==> src/rtl/core/hab_pkg.sv <==
// Shared types, widths and codes for the health-aware backend selector.
// Used by every module of the block; depends on nothing.
`default_nettype none

package hab_pkg;

    localparam int MAX_BACKENDS = 8;
    localparam int IDX_W        = 3;
    localparam int MASK_W       = 8;
    localparam int CNT_W        = 4;
    localparam int WEIGHT_W     = 8;
    localparam int WEIGHTS_W    = 64;
    localparam int TOTAL_W      = 11;
    localparam int RAND_W       = 16;
    localparam int CFG_IDX_W    = 2;
    localparam int STEP_W       = 4;

    localparam logic       FUNC_SELECT     = 1'b0;
    localparam logic       FUNC_HEALTH     = 1'b1;
    localparam logic       POLICY_WEIGHTED = 1'b0;
    localparam logic       POLICY_RR       = 1'b1;

    localparam logic [CFG_IDX_W-1:0] CFG_WEIGHTS = 2'd0;
    localparam logic [CFG_IDX_W-1:0] CFG_COUNT   = 2'd1;
    localparam logic [CFG_IDX_W-1:0] CFG_POLICY  = 2'd2;

    localparam logic [WEIGHTS_W-1:0] WEIGHTS_RESET = 64'h0101_0101_0101_0101;
    localparam logic [CNT_W-1:0]     COUNT_RESET   = 4'd8;

    typedef enum logic [2:0] {
        ST_IDLE,
        ST_SCAN,
        ST_DIV,
        ST_PICK,
        ST_RESULT
    } t_state;

    typedef struct packed {
        logic                start;
        logic [RAND_W-1:0]   dividend;
        logic [TOTAL_W-1:0]  divisor;
    } t_rem_req;

    typedef struct packed {
        logic                done;
        logic [TOTAL_W-1:0]  rem;
    } t_rem_rsp;

endpackage

`default_nettype wire

==> src/rtl/core/hab_rem_unit.sv <==
// Iterative restoring remainder unit, one dividend bit per cycle.
// Depends on hab_pkg for widths and the request and response structs.
`default_nettype none

module hab_rem_unit
    import hab_pkg::*;
(
    input  wire logic     i_clk,
    input  wire logic     i_rst_n,
    input  wire t_rem_req i_req,
    output t_rem_rsp      o_rsp
);

    logic                r_busy, n_busy;
    logic                r_done, n_done;
    logic [STEP_W-1:0]   r_step, n_step;
    logic [RAND_W-1:0]   r_dvd, n_dvd;
    logic [TOTAL_W-1:0]  r_div, n_div;
    logic [TOTAL_W-1:0]  r_rem, n_rem;
    logic [TOTAL_W:0]    shifted;
    logic [TOTAL_W:0]    diff;

    always_comb begin
        shifted = {r_rem, r_dvd[RAND_W-1]};
        diff    = shifted - {1'b0, r_div};
        n_busy  = r_busy;
        n_done  = 1'b0;
        n_step  = r_step;
        n_dvd   = r_dvd;
        n_div   = r_div;
        n_rem   = r_rem;
        if (i_req.start) begin
            n_busy = 1'b1;
            n_step = STEP_W'(RAND_W - 1);
            n_dvd  = i_req.dividend;
            n_div  = i_req.divisor;
            n_rem  = '0;
        end else if (r_busy) begin
            n_rem = (shifted >= {1'b0, r_div}) ? diff[TOTAL_W-1:0] : shifted[TOTAL_W-1:0];
            n_dvd = {r_dvd[RAND_W-2:0], 1'b0};
            n_step = r_step - STEP_W'(1);
            if (r_step == '0) begin
                n_busy = 1'b0;
                n_done = 1'b1;
            end
        end
    end

    always_ff @(posedge i_clk) begin
        if (!i_rst_n) begin
            r_busy <= 1'b0;
            r_done <= 1'b0;
        end else begin
            r_busy <= n_busy;
            r_done <= n_done;
        end
        r_step <= n_step;
        r_dvd  <= n_dvd;
        r_div  <= n_div;
        r_rem  <= n_rem;
    end

    assign o_rsp.done = r_done;
    assign o_rsp.rem  = r_rem;

endmodule

`default_nettype wire

==> src/rtl/core/health_aware_backend_selector.sv <==
// Health-aware backend selector. A health update is accepted in ST_IDLE and then passes
// through ST_RESULT. A select is accepted, scans the NUM_BACKENDS slots in ST_SCAN, waits
// in ST_DIV for the shared bit-serial remainder unit, walks the slots in ST_PICK up to a hit
// or the last slot and then gives its result in ST_RESULT. The remainder is the random value
// by the total healthy weight, or the round-robin pointer by the healthy count. A select with
// no healthy backend, or under the weighted policy with zero total weight, skips the
// remainder and pick phases. The block stays in ST_RESULT while a waiting result beat is
// stalled. The input stalls while an item is in work. Configuration writes are always ready
// and must be made while the block is idle.
// Depends on hab_pkg and hab_rem_unit.
`default_nettype none

module health_aware_backend_selector
    import hab_pkg::*;
#(
    parameter int NUM_BACKENDS = MAX_BACKENDS
) (
    input  wire logic                  i_clk,
    input  wire logic                  i_rst_n,
    input  wire logic                  i_in_valid,
    output logic                       o_in_stall,
    input  wire logic                  i_func,
    input  wire logic [IDX_W-1:0]      i_backend_index,
    input  wire logic                  i_healthy_flag,
    input  wire logic [RAND_W-1:0]     i_random_value,
    output logic                       o_out_valid,
    input  wire logic                  i_out_stall,
    output logic [IDX_W-1:0]           o_selected_backend,
    output logic                       o_found,
    output logic [MASK_W-1:0]          o_health_view,
    input  wire logic                  i_cfg_valid,
    output logic                       o_cfg_ready,
    input  wire logic [CFG_IDX_W-1:0]  i_cfg_index,
    input  wire logic [WEIGHTS_W-1:0]  i_cfg_data
);

    localparam logic [MASK_W-1:0] ALL_HEALTHY =
        MASK_W'((9'd1 << NUM_BACKENDS) - 9'd1);
    localparam logic [CNT_W-1:0]  NB      = CNT_W'(NUM_BACKENDS);
    localparam logic [IDX_W-1:0]  LAST_IX = IDX_W'(NUM_BACKENDS - 1);

    t_state               r_state, n_state;
    logic [WEIGHTS_W-1:0] r_weights;
    logic [CNT_W-1:0]     r_count;
    logic                 r_policy;
    logic [MASK_W-1:0]    r_health;
    logic [IDX_W-1:0]     r_rr;
    logic [RAND_W-1:0]    r_rnd;
    logic [IDX_W-1:0]     r_i;
    logic [CNT_W-1:0]     r_n;
    logic [TOTAL_W-1:0]   r_sum;
    logic [TOTAL_W-1:0]   r_target;
    logic [IDX_W-1:0]     r_seen;
    logic [IDX_W-1:0]     r_first;
    logic [IDX_W-1:0]     r_sel;
    logic                 r_found;
    logic                 r_out_valid;
    logic [IDX_W-1:0]     r_out_sel;
    logic                 r_out_found;
    logic [MASK_W-1:0]    r_out_health;

    logic                 in_accept;
    logic                 out_free;
    logic [CNT_W-1:0]     active_cnt;
    logic                 active;
    logic                 last_i;
    logic [WEIGHT_W-1:0]  w_cur;
    logic [TOTAL_W-1:0]   sum_next;
    logic [TOTAL_W-1:0]   scan_total;
    logic                 pick_hit;
    logic [IDX_W-1:0]     rr_k;
    t_rem_req             rem_req;
    t_rem_rsp             rem_rsp;

    hab_rem_unit u_rem (
        .i_clk   (i_clk),
        .i_rst_n (i_rst_n),
        .i_req   (rem_req),
        .o_rsp   (rem_rsp)
    );

    assign in_accept  = i_in_valid && !o_in_stall;
    assign out_free   = !r_out_valid || !i_out_stall;
    assign active_cnt = (r_count > NB) ? NB : r_count;
    assign active     = ({1'b0, r_i} < active_cnt) && r_health[r_i];
    assign last_i     = (r_i == LAST_IX);
    assign w_cur      = r_weights[r_i*WEIGHT_W +: WEIGHT_W];
    assign sum_next   = r_sum + TOTAL_W'(w_cur);
    assign scan_total = active ? sum_next : r_sum;
    assign rr_k       = rem_rsp.rem[IDX_W-1:0];
    assign pick_hit   = active && ((r_policy == POLICY_WEIGHTED) ?
                                   (r_target <= sum_next) : (r_seen == r_target[IDX_W-1:0]));

    always_comb begin
        n_state = r_state;
        unique case (r_state)
            ST_IDLE: begin
                if (in_accept) begin
                    n_state = (i_func == FUNC_HEALTH) ? ST_RESULT : ST_SCAN;
                end
            end
            ST_SCAN: begin
                if (last_i) begin
                    if (r_n == '0 && !active) begin
                        n_state = ST_RESULT;
                    end else if (r_policy == POLICY_WEIGHTED && scan_total == '0) begin
                        n_state = ST_RESULT;
                    end else begin
                        n_state = ST_DIV;
                    end
                end
            end
            ST_DIV: begin
                if (rem_rsp.done) begin
                    n_state = ST_PICK;
                end
            end
            ST_PICK: begin
                if (pick_hit || last_i) begin
                    n_state = ST_RESULT;
                end
            end
            ST_RESULT: begin
                if (out_free) begin
                    n_state = ST_IDLE;
                end
            end
            default: n_state = ST_IDLE;
        endcase
    end

    always_comb begin
        o_in_stall       = (r_state != ST_IDLE);
        o_cfg_ready      = 1'b1;
        rem_req.start    = (r_state == ST_SCAN) && (n_state == ST_DIV);
        rem_req.dividend = (r_policy == POLICY_WEIGHTED) ? r_rnd : RAND_W'(r_rr);
        rem_req.divisor  = (r_policy == POLICY_WEIGHTED) ? scan_total :
                           TOTAL_W'(r_n + CNT_W'(active));
    end

    always_ff @(posedge i_clk) begin
        if (!i_rst_n) begin
            r_state     <= ST_IDLE;
            r_weights   <= WEIGHTS_RESET;
            r_count     <= COUNT_RESET;
            r_policy    <= POLICY_WEIGHTED;
            r_health    <= ALL_HEALTHY;
            r_rr        <= '0;
            r_out_valid <= 1'b0;
        end else begin
            r_state <= n_state;
            if (i_cfg_valid && o_cfg_ready) begin
                unique case (i_cfg_index)
                    CFG_WEIGHTS: r_weights <= i_cfg_data;
                    CFG_COUNT:   r_count   <= i_cfg_data[CNT_W-1:0];
                    CFG_POLICY:  r_policy  <= i_cfg_data[0];
                    default:     ;
                endcase
            end
            if (in_accept && i_func == FUNC_HEALTH && {1'b0, i_backend_index} < NB) begin
                r_health[i_backend_index] <= i_healthy_flag;
            end
            if (r_state == ST_DIV && rem_rsp.done && r_policy == POLICY_RR) begin
                r_rr <= (({1'b0, rr_k} + CNT_W'(1)) == r_n) ? '0 : rr_k + IDX_W'(1);
            end
            if (r_state == ST_RESULT && out_free) begin
                r_out_valid <= 1'b1;
            end else if (!i_out_stall) begin
                r_out_valid <= 1'b0;
            end
        end
    end

    always_ff @(posedge i_clk) begin
        unique case (r_state)
            ST_IDLE: begin
                r_rnd   <= i_random_value;
                r_i     <= '0;
                r_n     <= '0;
                r_sum   <= '0;
                r_first <= '0;
                r_sel   <= '0;
                r_found <= 1'b0;
            end
            ST_SCAN: begin
                if (active) begin
                    if (r_n == '0) begin
                        r_first <= r_i;
                        r_sel   <= r_i;
                        r_found <= 1'b1;
                    end
                    r_n <= r_n + CNT_W'(1);
                end
                r_sum <= scan_total;
                r_i   <= last_i ? '0 : r_i + IDX_W'(1);
            end
            ST_DIV: begin
                r_i    <= '0;
                r_sum  <= '0;
                r_seen <= '0;
                r_sel  <= r_first;
                if (r_policy == POLICY_WEIGHTED) begin
                    r_target <= rem_rsp.rem + TOTAL_W'(1);
                end else begin
                    r_target <= TOTAL_W'(rr_k);
                end
            end
            ST_PICK: begin
                if (active) begin
                    r_sum  <= sum_next;
                    r_seen <= r_seen + IDX_W'(1);
                end
                if (pick_hit) begin
                    r_sel <= r_i;
                end
                r_i <= r_i + IDX_W'(1);
            end
            ST_RESULT: begin
                if (out_free) begin
                    r_out_sel    <= r_sel;
                    r_out_found  <= r_found;
                    r_out_health <= r_health;
                end
            end
            default: ;
        endcase
    end

    assign o_out_valid        = r_out_valid;
    assign o_selected_backend = r_out_sel;
    assign o_found            = r_out_found;
    assign o_health_view      = r_out_health;

endmodule

`default_nettype wire

==> config.mk <==
export PLATFORM = sky130hd
export DESIGN_NAME = health_aware_backend_selector
export DESIGN_NICKNAME = d
export VERILOG_FILES = /design/src/rtl/core/hab_pkg.sv /design/src/rtl/core/hab_rem_unit.sv /design/src/rtl/core/health_aware_backend_selector.sv
export SDC_FILE = /design/constraint.sdc
export NUM_CORES = 1
export LEC_CHECK = 0
export BUFFER_PORTS_ARGS = -buffer_cell sky130_fd_sc_hd__buf_2
export CAP_MARGIN = 20
export CORE_MARGIN = 1
export CORE_UTILIZATION = 59
export CTS_CLUSTER_DIAMETER = 100
export DETAILED_ROUTE_END_ITERATION = 16
export PLACE_DENSITY = 0.8
export SETUP_SLACK_MARGIN = 0.5
export SLEW_MARGIN = 0
export SYNTH_ARGS = -nofsm -noshare
export SYNTH_HDL_FRONTEND = slang
export SYNTH_HIERARCHICAL = 1
export SYNTH_SLANG_ARGS = --single-unit
==> constraint.sdc <==
create_clock -name i_clk -period 6.9 [get_ports i_clk]
set_clock_uncertainty 0.15 [all_clocks]
set_input_delay 0.345 -clock i_clk [delete_from_list [all_inputs] [get_ports i_clk]]
set_output_delay 0.345 -clock i_clk [all_outputs]
set_load 0.005 [all_outputs]
==> out/metrics.csv <==
stage,metric,value,unit
drt,post_drt_via_cell_ratio,5.82,
floorplan,fp.dieW,132,µm
placed_design,placement.io_buffers,105,
clock_network,cts.path.max_buffers,2,
critical_path,startpoint_to_endpoint_class_of_the_critical_path,reg2reg,
drt,initialDrtViolationCount,664,
clock_network,clockRootBuffer,sky130_fd_sc_hd__clkbuf_16,
drt,drc,0,
cells_and_area,mostFrequentLayoutCell,sky130_fd_sc_hd__nand2_1,
yosys,netlist_instances,994,
floorplan,floorplan.rows,47,
floorplan,io-pin-count,107,
cells_and_area,flow.area_growth_from_synthesis,17.4,%
clock_network,clock_tree_from_tritoncts,built,
global_routing,first_pass_grt_wire_length,38800,µm
power,p_leak,4.60,nW
yosys,yosys_warnings,6,
min_path,min-delay-path-class,in2reg,
clock_network,clk_latency,0.43,ns
cells_and_area,final_cell_mix,"sky130_fd_sc_hd__nand2_1 (165), sky130_fd_sc_hd__buf_2 (105), sky130_fd_sc_hd__dfxtp_1 (101)",
sta,fmax,190,MHz
yosys,ys.flop_type,sky130_fd_sc_hd__dfxtp_1,
global_routing,grt_max_degree,67,
clock_network,cts-htree-levels,4,
power,power.total,2.91,mW
critical_path,critPathRequiredTime,6.84,ns
yosys,yosysSeqAreaShare,0.487,
yosys,synth-edff-count,94,
sta,rsz_0062_raised_after_global_routing,no,
sta,report.final.slew_viol_count,0,
critical_path,start_kind,flop,
critical_path,crit_path_end_kind,flop,
sta,totalNegativeSetupSlack,0,ns
yosys,syn-num-nets,1129,
sta,hold_viol_final,0,
clock_network,number_of_buffers_created_by_cts,17,
placed_design,hpwl,15800,µm
flow_run,max_cap_violations,0,
global_routing,globalRouteTotalUtil,0.282,
yosys,netlist-cell-type-count,80,
critical_path,worstPathMaxFanout,25,
drt,post_detailed_route_wirelength_per_cell,17.6,µm
cells_and_area,nets,1256,
drt,drt-pass1-iter-count,5,
cells_and_area,num_antenna_cells,0,
clock_network,post_cts_clock_slew_at_the_launch_and_capture_registers_of_the_worst_setup_and_hold_paths,0.08,ns
sta,final.period_utilization,0.762,
yosys,ys_ff_latch,195,
yosys,postSynthAreaPerCell,10.0,µm²
sta,slew_headroom,0.368,
power,ir_drop,0.000197,V
critical_path,worst_ep_arrival_time,5.20,ns
sta,finalSetupViolations,0,
floorplan,starting_density_of_the_core,0.601,
drt,drt.antenna.violating_nets,0,
cells_and_area,drive_gt1_frac,0.181,
cells_and_area,fillers,1137,
run_status,run_status,"complete, no violations",
placed_design,place_congestion,0.873,
sta,final.min_clock_period,5.26,ns
global_routing,overflow,0,
floorplan,die-area,17400,µm²
global_routing,vias_in_the_first_global_route,7862,
floorplan,floorplan.core_area,16500,µm²
drt,sum_of_routed_wire_length_over_all_layers,23800,µm
yosys,synth_async_sr_flop_share,0,
sta,worst-slew-pin-transition,0.947,ns
power,powerDensity,250,nW/µm²
floorplan,die_height,132,µm
clock_network,post_cts_buffers,0,
drt,vias,7874,
global_routing,antenna_found_initial,0,
clock_network,tritoncts_sink_count,195,
yosys,area_of_the_mapped_netlist,9940,µm²
[cell usage after synthesis, drive strengths merged, types with 2 or more instances]
cell type | number | area [µm²]
a21o | 4 | 30.0
a31oi | 9 | 62.6
nor3b | 4 | 30.0
o2111ai | 3 | 32.5
o21a | 4 | 30.0
a22oi | 3 | 22.5
clkbuf | 37 | 139
a311oi | 8 | 70.1
and3 | 7 | 43.8
nor2b | 22 | 138
mux2i | 21 | 210
o311ai | 3 | 26.3
nand3 | 29 | 145
nand2b | 8 | 50.1
nand4 | 4 | 25.0
nand3b | 8 | 60.1
o211ai | 6 | 45.0
a211o | 3 | 26.3
xor2 | 17 | 149
o31a | 3 | 27.5
inv | 46 | 173
o31ai | 4 | 30.0
a2111oi | 5 | 51.3
dfxtp | 101 | 2020
nor2 | 75 | 284
mux4 | 16 | 375
nand2 | 166 | 626
mux2 | 26 | 293
buf | 17 | 96.3
nor4 | 3 | 25.0
or4 | 3 | 22.5
xnor2 | 26 | 228
or3 | 2 | 12.5
edfxtp | 94 | 2820
o21bai | 2 | 15.0
a211oi | 5 | 42.5
o21ai | 25 | 125
and2 | 7 | 43.8
a22o | 3 | 26.3
a21oi | 84 | 420
fa | 2 | 40.0
or2 | 4 | 25.0
nor3 | 13 | 65.1
ha | 41 | 513
[path summary, 6_finish.rpt]
path,start,to,slack [ns],cells after the start
max,r_i[0]$_DFFE_PP_,r_sel[0]$_SDFFCE_PN0P_,1.64,18
min,i_cfg_data[10],r_weights[10]$_SDFFE_PN0P_,0.009,3
max reg2reg,r_i[0]$_DFFE_PP_,r_sel[0]$_SDFFCE_PN0P_,1.64,18
min reg2reg,r_sel[2]$_SDFFCE_PN0P_,o_selected_backend[2]$_DFFE_PP_,0.28,0
[worst max-delay path, stage by stage (launching register included)]
cell,delay (ns)
sky130_fd_sc_hd__edfxtp_1,0.33
sky130_fd_sc_hd__buf_4,0.35
sky130_fd_sc_hd__mux4_1,0.60
sky130_fd_sc_hd__mux2i_1,0.37
sky130_fd_sc_hd__inv_1,0.09
sky130_fd_sc_hd__ha_1,0.28
sky130_fd_sc_hd__a211oi_1,0.38
sky130_fd_sc_hd__o21ai_0,0.23
sky130_fd_sc_hd__a31oi_1,0.29
sky130_fd_sc_hd__nor2_1,0.08
sky130_fd_sc_hd__xnor2_1,0.23
sky130_fd_sc_hd__ha_1,0.30
sky130_fd_sc_hd__o21ai_0,0.18
sky130_fd_sc_hd__a21oi_1,0.10
sky130_fd_sc_hd__o31ai_1,0.10
sky130_fd_sc_hd__a21oi_1,0.09
sky130_fd_sc_hd__nor3_1,0.35
sky130_fd_sc_hd__nor2_1,0.07
sky130_fd_sc_hd__nor3_1,0.34
[kinds of logic (layout without fill, tap and decap cells)]
kind of cell               after synthesis  after routing  synth area share
adders and majority gates               43             43            0.0556
buffers and inverters                  101            241            0.0415
other                                    1              1          0.000377
muxes                                   63             63            0.0884
AOI/OAI and AO/OA                      187            187             0.121
xor gates and xnor gates                43             43            0.0379
DFF                                    195            195             0.487
and+or+nand+nor                        361            361             0.168
[per-layer routing]
metal,GRT usage,part of all wire
met2,0.492,0.51
met5,0,0
met3,0.0484,0.050
met4,0.0950,0.024
met1,0.356,0.42
[cell type report]
class	count	area (µm²)	area share
Clock buffer	19	453	0.0388
Multi-Input combinational cell	698	4700	0.403
Sequential cell	195	4840	0.415
Timing Repair Buffer	162	1080	0.0929
Tap cell	220	275	0.0236
Inverter	47	178	0.0152
Clock inverter	13	133	0.0114
[per-stage QoR]
stage | cells | util | cell area (µm²) | hold slack [ns] | setup WS (ns)
floorplan | 994 | - | 9940 | 0.250 | 1.58
CTS | 1353 | 0.705 | 11600 | 0.00127 | 1.69
global route | 1354 | 0.706 | 11700 | 0.0127 | 1.26
finish | 1354 | 0.706 | 11700 | 0.00896 | 1.64
detailed placement | 1274 | 0.641 | 10600 | 0.262 | 1.81
global placement | 1274 | 0.641 | 10600 | 0.258 | 1.96
[power breakdown]
| group | internal [mW] | total, mW | switching, mW | leakage, nW |
|---|---|---|---|---|
| Combinational | 0.248 | 0.563 | 0.314 | 2.57 |
| Clock | 0.502 | 0.976 | 0.474 | 0.292 |
| Sequential | 1.29 | 1.37 | 0.0768 | 1.73 |
[registers in the layout, indices dropped and copies added (netlist names), 3 cells and up]
| signal | cells |
|---|---|
| u_rem/r_dvd | 16 |
| r_count | 4 |
| u_rem/r_rem | 11 |
| u_rem/r_step | 4 |
| r_weights | 64 |
| r_i | 3 |
| r_sum | 11 |
| r_target | 11 |
| r_rr | 3 |
| o_health_view | 8 |
| r_health | 8 |
| r_n | 4 |
| r_rnd | 16 |
| o_selected_backend | 3 |
| r_sel | 3 |
| r_seen | 3 |
| u_rem/r_div | 11 |
| r_first | 3 |
| r_state | 3 |
[timing repair]
item / CTS / global route
resized for setup: 0 / 0
hold buffers: 47 / 0
endpoints found under the hold margin: 47 / 0
(Power assumes the default switching activity.)
